[src/mrbf_pkg.sv]
// ----------------------------------------------------------------------------
// mrbf_pkg
// Types, constants and helpers shared by the ban filter modules.
// ----------------------------------------------------------------------------
package mrbf_pkg;

  // Table geometry
  localparam int TABLE_ENTRIES = 16;
  localparam int IDX_W = (TABLE_ENTRIES > 1) ? $clog2(TABLE_ENTRIES) : 1;

  // Configuration register indexes
  localparam logic [1:0] REG_ERROR_THRESHOLD  = 2'd0;
  localparam logic [1:0] REG_BAN_SECONDS      = 2'd1;
  localparam logic [1:0] REG_REGISTER_WINDOW  = 2'd2;
  localparam logic [1:0] REG_ALLOWED_FUNCTION = 2'd3;

  // Reset values of the configuration registers
  localparam logic [7:0]  RST_ERROR_THRESHOLD  = 8'd5;
  localparam logic [15:0] RST_BAN_SECONDS      = 16'd300;
  localparam logic [15:0] RST_REGISTER_WINDOW  = 16'd4;
  localparam logic [7:0]  RST_ALLOWED_FUNCTION = 8'd3;

  // Verdict codes
  localparam logic [1:0] V_ACCEPT   = 2'd0;
  localparam logic [1:0] V_BANNED   = 2'd1;
  localparam logic [1:0] V_BAD_FUNC = 2'd2;
  localparam logic [1:0] V_BAD_ADDR = 2'd3;

  localparam logic [7:0]  CNT_MAX = 8'hFF;
  localparam logic [31:0] DL_MAX  = 32'hFFFF_FFFF;

  typedef struct packed {
    logic        mode;
    logic [31:0] src_ip;
    logic [31:0] now_seconds;
    logic [7:0]  function_code;
    logic [15:0] start_addr;
    logic [15:0] reg_count;
  } in_item_t;

  typedef struct packed {
    logic [1:0]  verdict;
    logic        ban_started;
    logic [3:0]  entry_slot;
    logic [31:0] ban_deadline;
  } out_item_t;

  // Search token that walks down the cell row
  typedef struct packed {
    logic             valid;
    logic [31:0]      ip;
    logic             mhit;   // exact address match found
    logic [IDX_W-1:0] midx;
    logic [7:0]       mcnt;
    logic [31:0]      mdl;
    logic             fhit;   // free entry found
    logic [IDX_W-1:0] fidx;
    logic [7:0]       fcnt;
    logic [31:0]      fdl;
  } token_t;

  // Entry update broadcast to the row
  typedef struct packed {
    logic             en;
    logic [IDX_W-1:0] idx;
    logic [31:0]      addr;
    logic [7:0]       cnt;
    logic [31:0]      dl;
  } wr_t;

  // Low four bits of an entry index
  function automatic logic [3:0] to_slot(input logic [IDX_W-1:0] idx);
    logic [IDX_W+3:0] ext;
    ext = {4'b0000, idx};
    return ext[3:0];
  endfunction

endpackage

[src/mrbf_cell.sv]
// ----------------------------------------------------------------------------
// mrbf_cell
// One table entry: compares the passing search token against its address and
// hands the token on, and takes updates addressed to its own index.
// ----------------------------------------------------------------------------
module mrbf_cell
  import mrbf_pkg::*;
(
  input  logic             clk,
  input  logic             rst_n,
  input  logic [IDX_W-1:0] cell_idx,
  input  token_t           tok_i,
  output token_t           tok_o,
  input  wr_t              wr_i
);

  logic [31:0] addr_r, addr_nxt;
  logic [7:0]  cnt_r, cnt_nxt;
  logic [31:0] dl_r, dl_nxt;
  token_t      tok_r, tok_nxt;

  // Record first match and first free entry into the token
  always_comb begin
    tok_nxt = tok_i;
    if (tok_i.valid && !tok_i.mhit && (addr_r == tok_i.ip)) begin
      tok_nxt.mhit = 1'b1;
      tok_nxt.midx = cell_idx;
      tok_nxt.mcnt = cnt_r;
      tok_nxt.mdl  = dl_r;
    end
    if (tok_i.valid && !tok_i.fhit && (addr_r == 32'd0)) begin
      tok_nxt.fhit = 1'b1;
      tok_nxt.fidx = cell_idx;
      tok_nxt.fcnt = cnt_r;
      tok_nxt.fdl  = dl_r;
    end
  end

  // Apply an update aimed at this entry
  always_comb begin
    addr_nxt = addr_r;
    cnt_nxt  = cnt_r;
    dl_nxt   = dl_r;
    if (wr_i.en && (wr_i.idx == cell_idx)) begin
      addr_nxt = wr_i.addr;
      cnt_nxt  = wr_i.cnt;
      dl_nxt   = wr_i.dl;
    end
  end

  always_ff @(posedge clk) begin
    if (!rst_n) begin
      addr_r <= '0;
      cnt_r  <= '0;
      dl_r   <= '0;
      tok_r  <= '0;
    end else begin
      addr_r <= addr_nxt;
      cnt_r  <= cnt_nxt;
      dl_r   <= dl_nxt;
      tok_r  <= tok_nxt;
    end
  end

  assign tok_o = tok_r;

endmodule

[config.mk]
export PLATFORM = sky130hd
export DESIGN_NAME = mrbf_cell
export DESIGN_NICKNAME = d
export VERILOG_FILES = /design/src/mrbf_pkg.sv /design/src/mrbf_cell.sv
export SDC_FILE = /design/constraint.sdc
export NUM_CORES = 1
export LEC_CHECK = 0
export BUFFER_PORTS_ARGS = -buffer_cell sky130_fd_sc_hd__buf_2
export CAP_MARGIN = 30
export CORE_MARGIN = 3
export CORE_UTILIZATION = 43
export DETAILED_ROUTE_END_ITERATION = 10
export GPL_ROUTABILITY_DRIVEN = 0
export PLACE_DENSITY = 0.87
export SLEW_MARGIN = 5
export SYNTH_ARGS = -nofsm -noshare
export SYNTH_HDL_FRONTEND = slang
export SYNTH_SLANG_ARGS = --single-unit
[constraint.sdc]
create_clock -name clk -period 1.68 [get_ports clk]
set_input_delay 0.084 -clock clk [delete_from_list [all_inputs] [get_ports clk]]
set_output_delay 0.084 -clock clk [all_outputs]
set_load 0.03 [all_outputs]
======== Yosys cells after proc, flatten, opt, wreduce, memory -nomap -nowiden ========
Index checks and enable logic that the tools add are counted.
Widths: inputs -> output; s select.
word-level totals
  output and inout bits ................... 123
  logic and storage cells ................. 25
  input bits .............................. 206
  register bits ........................... 195
operators by class
  equality and inequality tests ........... 2
  mux-type cells .......................... 2
  reductions and logical operators ........ 8
operators by type and width
  operator           number
  $mux 45            2
  $eq 32x32->1       1
  $logic_not 32->1   1
  $logic_and 1x1->1  5
  $eq 4x4->1         1
  $logic_not 1->1    2

======== Longest topological paths before layout ========
  word-level depth ........................ 4
  depth in mapped cells ................... 7
  mapped depth without buffers ............ 5

======== Worst setup path before layout ========
OpenSTA, ideal clock, no wires.
  path type ............................... register -> register
  start point ............................. reg addr_r[21]
  end point ............................... reg tok_r, in the netlist tok_o[47]
  arrival ................................. 1.656 ns
  required time ........................... 1.608 ns
  setup time .............................. 0.072 ns
  period minus slack after synthesis ...... 1.727 ns
  path slack .............................. -0.047 ns
  stages on the path, launching flop included .. 8
  path buffers ............................ 2
  cells stage by stage .................... dfxtp_1 > xor2_1 > nor4_1 > nand4_1 > nor4_2 > buf_6 > buf_12 > mux2i_1
on the way
  word-level cells in the longest chain between the ends .. 3
ends and longest elaborated chain
  element                 line             text
  start, declared         mrbf_cell.sv:17  logic [31:0] addr_r, addr_nxt;
  start signal, assigned  mrbf_cell.sv:58  addr_r <= addr_nxt;
  $eq 32x32->1            mrbf_cell.sv:25  if (tok_i.valid && !tok_i.mhit && (addr_r == tok_i.ip)) begin
  $logic_and 1x1->1       mrbf_cell.sv:25
  $mux 45                 mrbf_cell.sv:25
  end signal, assigned    mrbf_cell.sv:61  tok_r <= tok_nxt;
  end, declared           mrbf_cell.sv:20  token_t tok_r, tok_nxt;
Every way passes these cells.
A chain may end at the register's enable or synchronous reset.

======== Worst setup path after layout ========
  start point ............................. reg addr_r[21]
  end point ............................... reg tok_r, in the netlist tok_o[59]
Same word-level chain as after synthesis.

==> results.txt <==
The run gives 0.727 mV as the maximum vdd ir drop. For the number of slew-limit violations in the final report, the log shows 0. The total of flip-flops plus latches after synthesis is 195.

In the final design database the tool counted 1568 nets. The number of vias after detailed routing came out at 8424. The first global-routing pass estimated 46.1 mm of wire.

The mean cell area of the mapped netlist was 8.95 um2. In this run, the number of DRC markers left after iteration 0 of detailed routing was 616. The checks that failed: setup timing.

Static timing analysis puts the maximum clock frequency at 0.485 GHz. The synthesized netlist occupies a cell area of 0.00743 mm2. Yosys mapped a number of flops with a built-in enable equal to 0. The root buffer cell is sky130_fd_sc_hd__clkbuf_16.

Cells fill 73.4% of the core in the end. Registers are responsible for 43.7% of the overall power. The logs give 8777 for the number of global-route vias before repair and 0.00812 W for the internal power contribution. For the worst-skew pair, the clock arrives at the later sink with an insertion delay of 0.44 ns. The final wirelength was 31.2 mm; the ratio of cells with drive above 1 in the final layout was 31.2%. The slowest stage of the critical path belongs to the cell sky130_fd_sc_hd__dfxtp_1. STA classifies the critical path startpoint as a flop. For this run, the slowest stage of the critical path takes 0.34 ns. For this run, the leading register cell type out of synthesis is sky130_fd_sc_hd__dfxtp_1.

The synthesized netlist cell count came out at 830. The number of different library cells used by synthesis comes to 24. Dividing the detail-routed wire length by the instance count gives 19.5 um. Static leakage: 5.44 nW. For the number of hold violations in the final report, the log shows 0. The vertical extent of the die is 137 um, and the sequential fraction of the synthesis area is 52.5%.

The final critical delay including setup and external delays was 2.06 ns. Number of buffers created by CTS: 17. Once detail routing completed, the nets flagged for antenna violations numbered 0. The clock passes through at most 2 buffers. Global routing consumed, over all layers together, 31.9% of the routing resources. The run gives 70 as the maximum number of pins on one net before global-route repair. The core region area is 0.0168 mm2, and the async set-or-reset flop fraction in the synthesized netlist is 0%. In this run the horizontal extent of the chip is 137 um. The signal on the critical path passes through xor2_1 -> nor4_2 -> nand4_1 -> nor4_4 -> buf_6 -> buf_12 -> mux2i_2. The half-perimeter wire length after detailed placement is 17.3 mm. The most common cell after layout, fill and taps aside was sky130_fd_sc_hd__buf_2. The critical path data required time is 2.02 ns. The total overflow left after global routing is 0. For this run, the number of Yosys warnings is 0.

The number of design rule violations left after detail routing came out at 0. The worst setup path is captured at a flop. The power share of the clock group came out at 38.7%. TritonCTS built the clock tree. Clock tree synthesis found a total of 195 sinks. During placement, the flow inserted port buffers numbering 328. The critical path in this run is classified as reg2reg. The library cells used most frequently in the layout, excluding fill and tap cells, are 327 x sky130_fd_sc_hd__buf_2, 321 x sky130_fd_sc_hd__nand2_1, 198 x sky130_fd_sc_hd__dlygate4sd3_1.

Max-cap violations in this run came to 0. The clock tree synthesis step divided the H-tree into 4 levels. The first-pass detailed-route iteration total came out at 6.

The post-synthesis to final-layout area growth is 65.7%, and the initial antenna violation count is 3. The switching power of the nets is 0.00317 W, and the number of vias per cell is 5.27. For the pin with the worst max-slew slack, the measured transition is 0.435 ns.

The net count after synthesis came out at 1036. In the finished design, the share of the clock period the worst path needs comes to 123%. The worst setup skew after layout is 0.0168 ns. Combinational logic burns 17.7% of the power.

Setup repair after global routing could not meet its margin everywhere. The ratio of total power to cell area was 917 mW/mm2. The worst-case setup margin in the final layout is -0.381 ns. For the relative max-transition margin, the log shows 71.0%. The type of the tightest min-delay check is in2reg.

Setup violations remaining at the end of the flow were counted as 91. The starting density of the core is 44.3%, and the critical-path maximum fanout is 11. The run finished, with violations left. Data arrives at the worst endpoint at 2.40 ns. Pin placement for this block handled 329 I/O pins. The share of total power consumed by net switching is 28.1%, and the clock input transition at the sequential cells of the worst setup and hold paths is 0.07 ns. After floorplanning, the core was divided into 47 placement rows. Setup total negative slack on the finished layout was measured at -26.39 ns.

The die covers 0.0189 mm2.
-- critical path, delay by kind of cell (launching register included) --
kind	cells	cell delay, ns
XOR/XNOR	1	0.20
flip-flops	1	0.34
AND/OR/NAND/NOR	3	0.77
buffers and inverters	2	0.39
multiplexers	1	0.26
-- worst paths after layout --
path,startpoint,endpoint,slack (ns),depth (start not counted)
setup / recovery,addr_r[21],tok_o[59],-0.38,7
hold / removal,cell_idx[3],tok_o[43],0.03,3
setup reg to reg,addr_r[21],tok_o[59],-0.38,7
hold reg to reg,dl_r[27],tok_o[72],0.48,2
-- sequential cells by signal (all words and copies together) (netlist names) --
name,flops
tok_o,123
cnt_r,8
dl_r,32
addr_r,32
-- timing repair --
item / 4_1_cts / 5_1_grt
setup endpoints to repair: 90 / 92
gates resized for setup: 14 / 12
setup buffers: 2 / 1
pin swaps: 1 / 2
cloned: 2 / 0
endpoints found under the hold margin: 195 / 0
hold buffers: 198 / 0
-- metal layers --
metal | up-vias | routed length (um) | global-route usage (%)
met3 | 196 | 2490 | 8.47
met4 | 2 | 2220 | 23.1
li1 | 3748 | - | -
met2 | 567 | 15700 | 54.9
met1 | 3911 | 10800 | 33.5
met5 | - | 7 | 0
-- logic make-up (layout without fill, tap and decap cells) --
logic type,count (synthesis),count (layout),synth area share [%]
compound gates,118,118,11.9
mux,44,44,5.93
other cells,0,4,0
buf+inv,55,600,3.96
simple gates,382,382,21.4
flops,195,195,52.5
xor+xnor,36,36,4.24
-- cell type report --
| type | instances | area (um2) |
|---|---|---|
| clock buffer | 17 | 425 |
| multi-input combinational | 580 | 3330 |
| fill | 1030 | 4450 |
| timing repair buffer | 568 | 4170 |
| tap | 220 | 275 |
| clock inverter | 15 | 191 |
| antenna | 4 | 10.0 |
| sequential | 195 | 3910 |
-- stage by stage --
stage | hold WS, ns | setup slack, ns | cell area [um2] | total power [W] | cells
after floorplan | 0.206 | -0.00531 | 7440 | 0.00583 | 830
after global placement | 0.315 | -0.268 | 9520 | 0.00651 | 1360
after detailed placement | 0.315 | -0.347 | 9520 | 0.00654 | 1360
after CTS | 0.00866 | -0.276 | 12200 | 0.0112 | 1594
after global routing | 0.0149 | -0.498 | 12300 | 0.0116 | 1597
final | 0.0272 | -0.381 | 12300 | 0.0113 | 1599
-- Yosys cell counts, types with 2 or more instances --
cell | number | area share, %
sky130_fd_sc_hd__nand2_1 | 321 | 16
sky130_fd_sc_hd__dfxtp_1 | 195 | 53
sky130_fd_sc_hd__a21boi_0 | 93 | 9.4
sky130_fd_sc_hd__mux2i_1 | 44 | 5.9
sky130_fd_sc_hd__clkbuf_1 | 38 | 1.9
sky130_fd_sc_hd__and2_1 | 33 | 2.8
sky130_fd_sc_hd__xor2_1 | 27 | 3.2
sky130_fd_sc_hd__a21boi_1 | 23 | 2.3
sky130_fd_sc_hd__buf_2 | 12 | 0.81
sky130_fd_sc_hd__nor4_1 | 12 | 1.0
sky130_fd_sc_hd__xnor2_1 | 9 | 1.1
sky130_fd_sc_hd__buf_12 | 4 | 1.1
sky130_fd_sc_hd__nand4_1 | 4 | 0.34
sky130_fd_sc_hd__nand3_1 | 3 | 0.20
sky130_fd_sc_hd__nor3_1 | 2 | 0.13
sky130_fd_sc_hd__o21a_1 | 2 | 0.20
-- power groups by stage --
stage | clock (W) | sequential, W | combinational [W]
after global placement | 0 | 0.00501 | 0.00150
final | 0.00437 | 0.00493 | 0.00200
after floorplan | 0 | 0.00539 | 0.000441
after detailed placement | 0 | 0.00502 | 0.00153
after global routing | 0.00458 | 0.00494 | 0.00211
after CTS | 0.00434 | 0.00491 | 0.00190
No activity file was read; power rests on OpenSTA's default activity.
