==> src/mrbf_pkg.sv <==
// ----------------------------------------------------------------------------
// mrbf_pkg
// Types, constants and helpers shared by the ban filter modules.
// ----------------------------------------------------------------------------
package mrbf_pkg;

  // Table geometry
  localparam int TABLE_ENTRIES = 16;
  localparam int IDX_W = (TABLE_ENTRIES > 1) ? $clog2(TABLE_ENTRIES) : 1;

  // Configuration register indexes
  localparam logic [1:0] REG_ERROR_THRESHOLD  = 2'd0;
  localparam logic [1:0] REG_BAN_SECONDS      = 2'd1;
  localparam logic [1:0] REG_REGISTER_WINDOW  = 2'd2;
  localparam logic [1:0] REG_ALLOWED_FUNCTION = 2'd3;

  // Reset values of the configuration registers
  localparam logic [7:0]  RST_ERROR_THRESHOLD  = 8'd5;
  localparam logic [15:0] RST_BAN_SECONDS      = 16'd300;
  localparam logic [15:0] RST_REGISTER_WINDOW  = 16'd4;
  localparam logic [7:0]  RST_ALLOWED_FUNCTION = 8'd3;

  // Verdict codes
  localparam logic [1:0] V_ACCEPT   = 2'd0;
  localparam logic [1:0] V_BANNED   = 2'd1;
  localparam logic [1:0] V_BAD_FUNC = 2'd2;
  localparam logic [1:0] V_BAD_ADDR = 2'd3;

  localparam logic [7:0]  CNT_MAX = 8'hFF;
  localparam logic [31:0] DL_MAX  = 32'hFFFF_FFFF;

  typedef struct packed {
    logic        mode;
    logic [31:0] src_ip;
    logic [31:0] now_seconds;
    logic [7:0]  function_code;
    logic [15:0] start_addr;
    logic [15:0] reg_count;
  } in_item_t;

  typedef struct packed {
    logic [1:0]  verdict;
    logic        ban_started;
    logic [3:0]  entry_slot;
    logic [31:0] ban_deadline;
  } out_item_t;

  // Search token that walks down the cell row
  typedef struct packed {
    logic             valid;
    logic [31:0]      ip;
    logic             mhit;   // exact address match found
    logic [IDX_W-1:0] midx;
    logic [7:0]       mcnt;
    logic [31:0]      mdl;
    logic             fhit;   // free entry found
    logic [IDX_W-1:0] fidx;
    logic [7:0]       fcnt;
    logic [31:0]      fdl;
  } token_t;

  // Entry update broadcast to the row
  typedef struct packed {
    logic             en;
    logic [IDX_W-1:0] idx;
    logic [31:0]      addr;
    logic [7:0]       cnt;
    logic [31:0]      dl;
  } wr_t;

  // Low four bits of an entry index
  function automatic logic [3:0] to_slot(input logic [IDX_W-1:0] idx);
    logic [IDX_W+3:0] ext;
    ext = {4'b0000, idx};
    return ext[3:0];
  endfunction

endpackage

==> src/mrbf_ctrl.sv <==
// ----------------------------------------------------------------------------
// mrbf_ctrl
// Holds configuration, takes items, launches the search token and, when it
// leaves the row, decides the verdict and issues the entry update.
// ----------------------------------------------------------------------------
module mrbf_ctrl
  import mrbf_pkg::*;
(
  input  logic        clk,
  input  logic        rst_n,
  input  logic        start,
  output logic        busy,
  input  in_item_t    in_data,
  output logic        out_valid,
  output out_item_t   out_data,
  input  logic        cfg_we,
  input  logic [1:0]  cfg_idx,
  input  logic [15:0] cfg_wdata,
  output token_t      tok_o,
  input  token_t      tok_i,
  output wr_t         wr_o
);

  localparam logic ST_IDLE = 1'b0;
  localparam logic ST_SCAN = 1'b1;

  logic        state_r, state_nxt;
  logic [7:0]  thr_r;
  logic [15:0] ban_r;
  logic [15:0] win_r;
  logic [7:0]  func_r;

  logic        mode_r;
  logic [31:0] now_r;
  logic [31:0] dlsat_r;
  logic [1:0]  viol_r;

  logic        out_valid_r, out_valid_nxt;
  out_item_t   out_data_r, out_data_nxt;

  logic        accept;
  logic [32:0] dl_sum;
  logic [31:0] dl_sat;
  logic [16:0] win_sum;
  logic [1:0]  viol;

  logic [IDX_W-1:0] sel_idx;
  logic [7:0]       sel_cnt;
  logic [31:0]      sel_dl;
  logic [7:0]       inc_cnt;

  assign accept = start && (state_r == ST_IDLE);
  assign busy   = (state_r != ST_IDLE);

  // Precompute saturated deadline and violation class at accept
  always_comb begin
    dl_sum  = {1'b0, in_data.now_seconds} + {17'd0, ban_r};
    dl_sat  = dl_sum[32] ? DL_MAX : dl_sum[31:0];
    win_sum = {1'b0, in_data.start_addr} + {1'b0, in_data.reg_count};
    if (in_data.function_code != func_r) begin
      viol = V_BAD_FUNC;
    end else if (win_sum > {1'b0, win_r}) begin
      viol = V_BAD_ADDR;
    end else begin
      viol = V_ACCEPT;
    end
  end

  // Launch the token into the first cell
  always_comb begin
    tok_o       = '0;
    tok_o.valid = accept;
    tok_o.ip    = in_data.src_ip;
  end

  // Pick the violation target: match, else first free, else entry zero cleared
  always_comb begin
    if (tok_i.mhit) begin
      sel_idx = tok_i.midx;
      sel_cnt = tok_i.mcnt;
      sel_dl  = tok_i.mdl;
    end else if (tok_i.fhit) begin
      sel_idx = tok_i.fidx;
      sel_cnt = tok_i.fcnt;
      sel_dl  = tok_i.fdl;
    end else begin
      sel_idx = '0;
      sel_cnt = '0;
      sel_dl  = '0;
    end
    inc_cnt = (sel_cnt == CNT_MAX) ? CNT_MAX : sel_cnt + 8'd1;
  end

  // Decide verdict and entry update when the token leaves the row
  always_comb begin
    state_nxt     = state_r;
    out_valid_nxt = 1'b0;
    out_data_nxt  = out_data_r;
    wr_o          = '0;
    wr_o.addr     = tok_i.ip;
    if (accept) begin
      state_nxt = ST_SCAN;
    end
    if ((state_r == ST_SCAN) && tok_i.valid) begin
      state_nxt     = ST_IDLE;
      out_valid_nxt = 1'b1;
      out_data_nxt  = '0;
      if (!mode_r) begin
        if (tok_i.mhit) begin
          out_data_nxt.entry_slot = to_slot(tok_i.midx);
          if (tok_i.mdl > now_r) begin
            out_data_nxt.verdict      = V_BANNED;
            out_data_nxt.ban_deadline = tok_i.mdl;
          end else begin
            wr_o.en  = 1'b1;
            wr_o.idx = tok_i.midx;
          end
        end
      end else if (viol_r != V_ACCEPT) begin
        out_data_nxt.verdict    = viol_r;
        out_data_nxt.entry_slot = to_slot(sel_idx);
        wr_o.en  = 1'b1;
        wr_o.idx = sel_idx;
        if (inc_cnt >= thr_r) begin
          out_data_nxt.ban_started  = 1'b1;
          out_data_nxt.ban_deadline = dlsat_r;
          wr_o.cnt = '0;
          wr_o.dl  = dlsat_r;
        end else begin
          out_data_nxt.ban_deadline = sel_dl;
          wr_o.cnt = inc_cnt;
          wr_o.dl  = sel_dl;
        end
      end
    end
  end

  // Control and configuration registers
  always_ff @(posedge clk) begin
    if (!rst_n) begin
      state_r     <= ST_IDLE;
      out_valid_r <= 1'b0;
      thr_r       <= RST_ERROR_THRESHOLD;
      ban_r       <= RST_BAN_SECONDS;
      win_r       <= RST_REGISTER_WINDOW;
      func_r      <= RST_ALLOWED_FUNCTION;
    end else begin
      state_r     <= state_nxt;
      out_valid_r <= out_valid_nxt;
      if (cfg_we) begin
        case (cfg_idx)
          REG_ERROR_THRESHOLD:  thr_r  <= cfg_wdata[7:0];
          REG_BAN_SECONDS:      ban_r  <= cfg_wdata;
          REG_REGISTER_WINDOW:  win_r  <= cfg_wdata;
          REG_ALLOWED_FUNCTION: func_r <= cfg_wdata[7:0];
          default: begin
          end
        endcase
      end
    end
  end

  // Item and result payload
  always_ff @(posedge clk) begin
    out_data_r <= out_data_nxt;
    if (accept) begin
      mode_r  <= in_data.mode;
      now_r   <= in_data.now_seconds;
      dlsat_r <= dl_sat;
      viol_r  <= viol;
    end
  end

  assign out_valid = out_valid_r;
  assign out_data  = out_data_r;

endmodule

==> config.mk <==
export PLATFORM = sky130hd
export DESIGN_NAME = mrbf_ctrl
export DESIGN_NICKNAME = d
export VERILOG_FILES = /design/src/mrbf_pkg.sv /design/src/mrbf_ctrl.sv
export SDC_FILE = /design/constraint.sdc
export NUM_CORES = 1
export LEC_CHECK = 0
export BUFFER_PORTS_ARGS = -buffer_cell sky130_fd_sc_hd__buf_2
export CORE_MARGIN = 5
export CORE_UTILIZATION = 30
export CTS_CLUSTER_DIAMETER = 200
export CTS_CLUSTER_SIZE = 25
export DETAILED_ROUTE_END_ITERATION = 8
export GPL_TIMING_DRIVEN = 0
export PLACE_DENSITY_LB_ADDON = 0.12
export SLEW_MARGIN = 40
export SYNTH_ARGS = -nofsm -noshare
export SYNTH_HDL_FRONTEND = slang
export SYNTH_SLANG_ARGS = --single-unit
==> constraint.sdc <==
create_clock -name clk -period 7.01 [get_ports clk]
set_clock_uncertainty 0.15 [all_clocks]
set_input_delay 1.0515 -clock clk [delete_from_list [all_inputs] [get_ports clk]]
set_output_delay 1.0515 -clock clk [all_outputs]
set_load 0.01 [all_outputs]
## After elaboration in Yosys (flattened, before gate mapping)

Cells that the tools add are included.

| word-level totals | value |
|---|---|
| bits in registers | 156 |
| input port bits | 250 |
| output and inout bits | 241 |
| word-level logic and storage cells | 64 |

| cells by class | value |
|---|---|
| $lt $le $gt $ge | 3 |
| reduce and logical (&&, ||, !) cells | 10 |
| eq/ne operators | 5 |
| mux-type cells | 27 |
| bitwise logic cells | 2 |
| $add $sub $neg | 3 |

Operators with widths:

| cell | count |
|---|---|
| $mux 40 | 4 |
| $mux 32 | 4 |
| $mux 36 | 2 |
| $mux 39 | 1 |
| $add 32x16->33 | 1 |
| $gt 32x32->1 | 1 |
| $mux 5 | 5 |
| $mux 8 | 3 |
| $add 16x16->17 | 1 |
| $gt 17x16->1 | 1 |
| $reduce_and 2->1 | 5 |
| $add 8x1->8 const B | 1 |
| $eq 8x8->1 const B | 1 |
| $ge 8x8->1 | 1 |
| $mux 4 | 2 |
| $ne 8x8->1 | 1 |
| $eq 2x2->1 const B | 2 |
| $mux 1 | 4 |
| $mux 2 | 2 |
| $eq 2x1->1 const B | 1 |
| $logic_and 1x1->1 | 2 |
| $logic_not 2->1 | 1 |
| $not 1->1 | 2 |
| $reduce_bool 2->1 | 1 |
| $reduce_or 2->1 | 1 |

## Longest topological paths before layout

| logic depth | value |
|---|---|
| word-level depth | 9 |
| mapped depth | 19 |
| gate-level depth less buffers | 17 |

## Least setup slack after synthesis

Ideal clock, no wire load.

| path | value |
|---|---|
| path type | in2out |
| start point | input port start |
| end point | output port tok_o[122] (netlist name) |
| path slack | 1304 ps |
| stages on the path | 2 |
| required time | 5808 ps |
| arrival | 4504 ps |
| buffers on the path | 1 |
| cell sequence | nor2b_1 buf_4 |

RTL lines:

| what | RTL line | RTL |
|---|---|---|
| start: declaration | mrbf_ctrl.sv:11 | `input logic start,` |
| end: declaration | mrbf_ctrl.sv:19 | `output token_t tok_o,` |

==> impl_metrics.ini <==
[outcome]
status = finished, final reports clean

[worst_setup_path]
critPathMaxStageDelay_ns = 0.60
worst_r2r_path_depth = 10
critical_path.endpoint = wr_o[4]
startpoint_type = primary input
cp_data_arrival_time_ns = 5.06
startpoint = tok_i[44]
path_class = primary input to output pin
end_kind = output pin
cp_max_fo = 10
crit_slowest_cell = o21ai_1
cp_common_cell = buf_2
ff2ff_setup_slack_ns = 3.64
regToRegEndpoint = out_data[6]
regToRegStartpoint = now_r[17]
cp.required_ns = 5.81
worstPathCellList = buf_2 -> nor2b_1 -> buf_2 -> a22oi_1 -> inv_1 -> ha_1 -> nand4_1 -> nor2_1 -> or2_2 -> ha_1 -> a21o_1 -> a21o_1 -> a31oi_1 -> o21ai_1 -> clkbuf_1 -> a221oi_1 -> nor4_1 -> buf_2

[routing]
via_per_inst = 4.543
first_pass_iters = 5
vias = 10080
drt_iter0_drc = 636
post_drt_wl_per_cell_um = 17.36
wl_mm = 38.53
ant_nets = 0
drc_errors = 0

[global_routing]
antenna_found_initial = 3
grt_pass1_vias = 9906
grt_remaining_overflow = 0
grt_pass1_wl_mm = 57.59
grt_max_degree = 47
grt.total_usage_pct = 17.67

[timing]
rsz0062_at_grt = false
maxSlewViolCount = 0
hold_violations = 0
setup_tns_ns = 0
worst_pin_slew_ns = 0.7315
setup_ws_ns = 0.7523
slew_headroom_pct = 49.97
post-route-min-period_ns = 6.258
fmax_mhz = 159.8
post-route-period-util_pct = 89.27
setup_violations = 0

[placement]
globalplace.congestion = 0.8142
dp_hpwl_mm = 31.74
place_area_mm2 = 0.01408
portBuffers = 333
dp_slack_ns = 0.8246

[floorplan]
initial_core_util_pct = 30.18
num_io_pins = 491
die_w_um = 204.2
rows = 71
core-area_mm2 = 0.03749
die_y_um = 204.2
die_area_mm2 = 0.04170

[yosys]
ys_seq_elements = 156
synth.avg_cell_area_um2 = 9.053
yosysSeqAreaShare_pct = 36.97
synth.distinct_cells = 69
synthArstFlopShare_pct = 0
yosysWarningCount = 0
syn-instance-count = 1250
synthesis.area_mm2 = 0.01132
synthFlopType = edfxtp_1
synth_edf_count = 106

[clock_tree]
clockRootBuffer = clkbuf_16
cts_max_path_buffers = 2
cts_resized = 0
ctsHoldBuffers = 0
htreeDepth = 4
clk_pin_slew_ns = 0.06
cts_sinks = 156
clk_latency_ns = 0.44
cts_setup_buffers = 0
numCtsBuffers = 17
cts_tree = yes

[power]
peakVddDrop_uv = 170.8
p_leak_nw = 6.891
power_mw = 2.690
p_per_area_mw_per_mm2 = 183.7

[hold_path]
whs_path_depth = 2
hold_class = flip-flop to flip-flop

[cells_and_area]
fin_area_mm2 = 0.01464
diodes = 0
utilization_pct = 39.06
drive_gt1_share_pct = 32.55
syn_to_final_growth_pct = 29.39
fin_nets = 2036

[job]
max_cap_viol_count = 0
==> state kept, by name, indices dropped and copies added (netlist names) <==
signal	count
busy	1
mode_r	1
win_r	16
now_r	32
func_r	8
dlsat_r	32
thr_r	8
out_data	39
out_valid	1
ban_r	16
viol_r	2
==> worst max-delay path, delay by kind of cell <==
family,cells,cell delay (ns)
fa+ha+maj,2,0.50
simple gates,5,0.97
compound gates,6,1.36
buf+inv,5,1.18
==> through the flow <==
step,hold WS [ns],cells
after detailed placement,0.3149,2187
final,0.3209,2219
after global placement,0.3019,2183
after floorplan,0.2935,1339
after global routing,0.3462,2219
after CTS,0.3252,2219
==> per-layer routing <==
| layer | vias up | global-route usage, % | routed length, µm | part of all wire (%) |
|---|---|---|---|---|
| met1 | 4604 | 23.44 | 16610 | 43 |
| li1 | 5134 | - | - | - |
| met5 | - | 0 | 41 | 0.11 |
| met3 | 31 | 3.713 | 2518 | 6.5 |
| met2 | 305 | 30.05 | 18930 | 49 |
| met4 | 6 | 3.374 | 428 | 1.1 |
==> cells in the mapped netlist (11+ instances only) <==
| cell type | n | area, µm² |
|---|---|---|
| a21boi_0 | 34 | 255.2 |
| nor4_1 | 34 | 212.7 |
| nor2b_1 | 21 | 131.4 |
| a21o_1 | 23 | 172.7 |
| buf_4 | 155 | 1164 |
| nand3_1 | 24 | 120.1 |
| ha_1 | 89 | 1114 |
| o32ai_1 | 32 | 280.3 |
| xor2_1 | 23 | 201.4 |
| a31oi_1 | 13 | 81.33 |
| xnor2_1 | 18 | 157.7 |
| buf_2 | 11 | 55.05 |
| edfxtp_1 | 106 | 3183 |
| clkbuf_1 | 37 | 138.9 |
| nand2_1 | 132 | 495.5 |
| nand4_1 | 14 | 87.58 |
| o21ai_0 | 31 | 155.2 |
| dfxtp_1 | 50 | 1001 |
| inv_1 | 101 | 379.1 |
| a21oi_1 | 52 | 260.3 |
| a221oi_1 | 33 | 289.0 |
| nor2_1 | 86 | 322.8 |
==> layout make-up <==
cell class / instances / area (µm²)
Clock inverter: 15 / 137.6
Tap cell: 511 / 639.4
Timing Repair Buffer: 337 / 1777
Inverter: 102 / 387.9
Fill cell: 3911 / 22850
Sequential cell: 156 / 4184
Multi-Input combinational cell: 874 / 5695
Buffer: 207 / 1395
Clock buffer: 17 / 425.4
==> placed cells by master (no fill, tap or decap), types with 13 or more instances in the layout <==
master and instances:
a21oi_1 52, edfxtp_1 106, nor2_1 86, buf_4 155
nand2_1 132, nand3_1 24, xor2_1 23, dfxtp_1 50
conb_1 90, nand4_1 14, a21o_1 23, a221oi_1 33
ha_1 89, xnor2_1 18, clkbuf_1 37, nor2b_1 20
a31oi_1 13, o21ai_0 31, inv_1 101, clkbuf_16 17
o32ai_1 32, a21boi_0 34, nor4_1 34, buf_2 344
==> power breakdown <==
group / switching (mW) / internal, mW / total [mW]
Combinational: 0.402 / 0.306 / 0.708
Sequential: 0.0163 / 1.05 / 1.06
Clock: 0.424 / 0.495 / 0.919
==> cell families after synthesis <==
| family | share of synthesized area [%] |
|---|---|
| flops | 36.97 |
| mux | 0.3759 |
| compound gates | 18.51 |
| xor+xnor | 3.173 |
| simple gates | 15.03 |
| fa+ha+maj | 10.19 |
| other cells | 0.03314 |
| buf+inv | 15.71 |
==> worst min-delay path by stage <==
| stage | end | start |
|---|---|---|
| detailed placement | win_r[4] | win_r[4] |
| floorplan | win_r[15] | win_r[15] |
| finish | win_r[7] | win_r[7] |
| CTS | win_r[7] | win_r[7] |
| global route | win_r[10] | win_r[10] |
| global placement | win_r[4] | win_r[4] |
No activity file was read; power rests on OpenSTA's default activity.
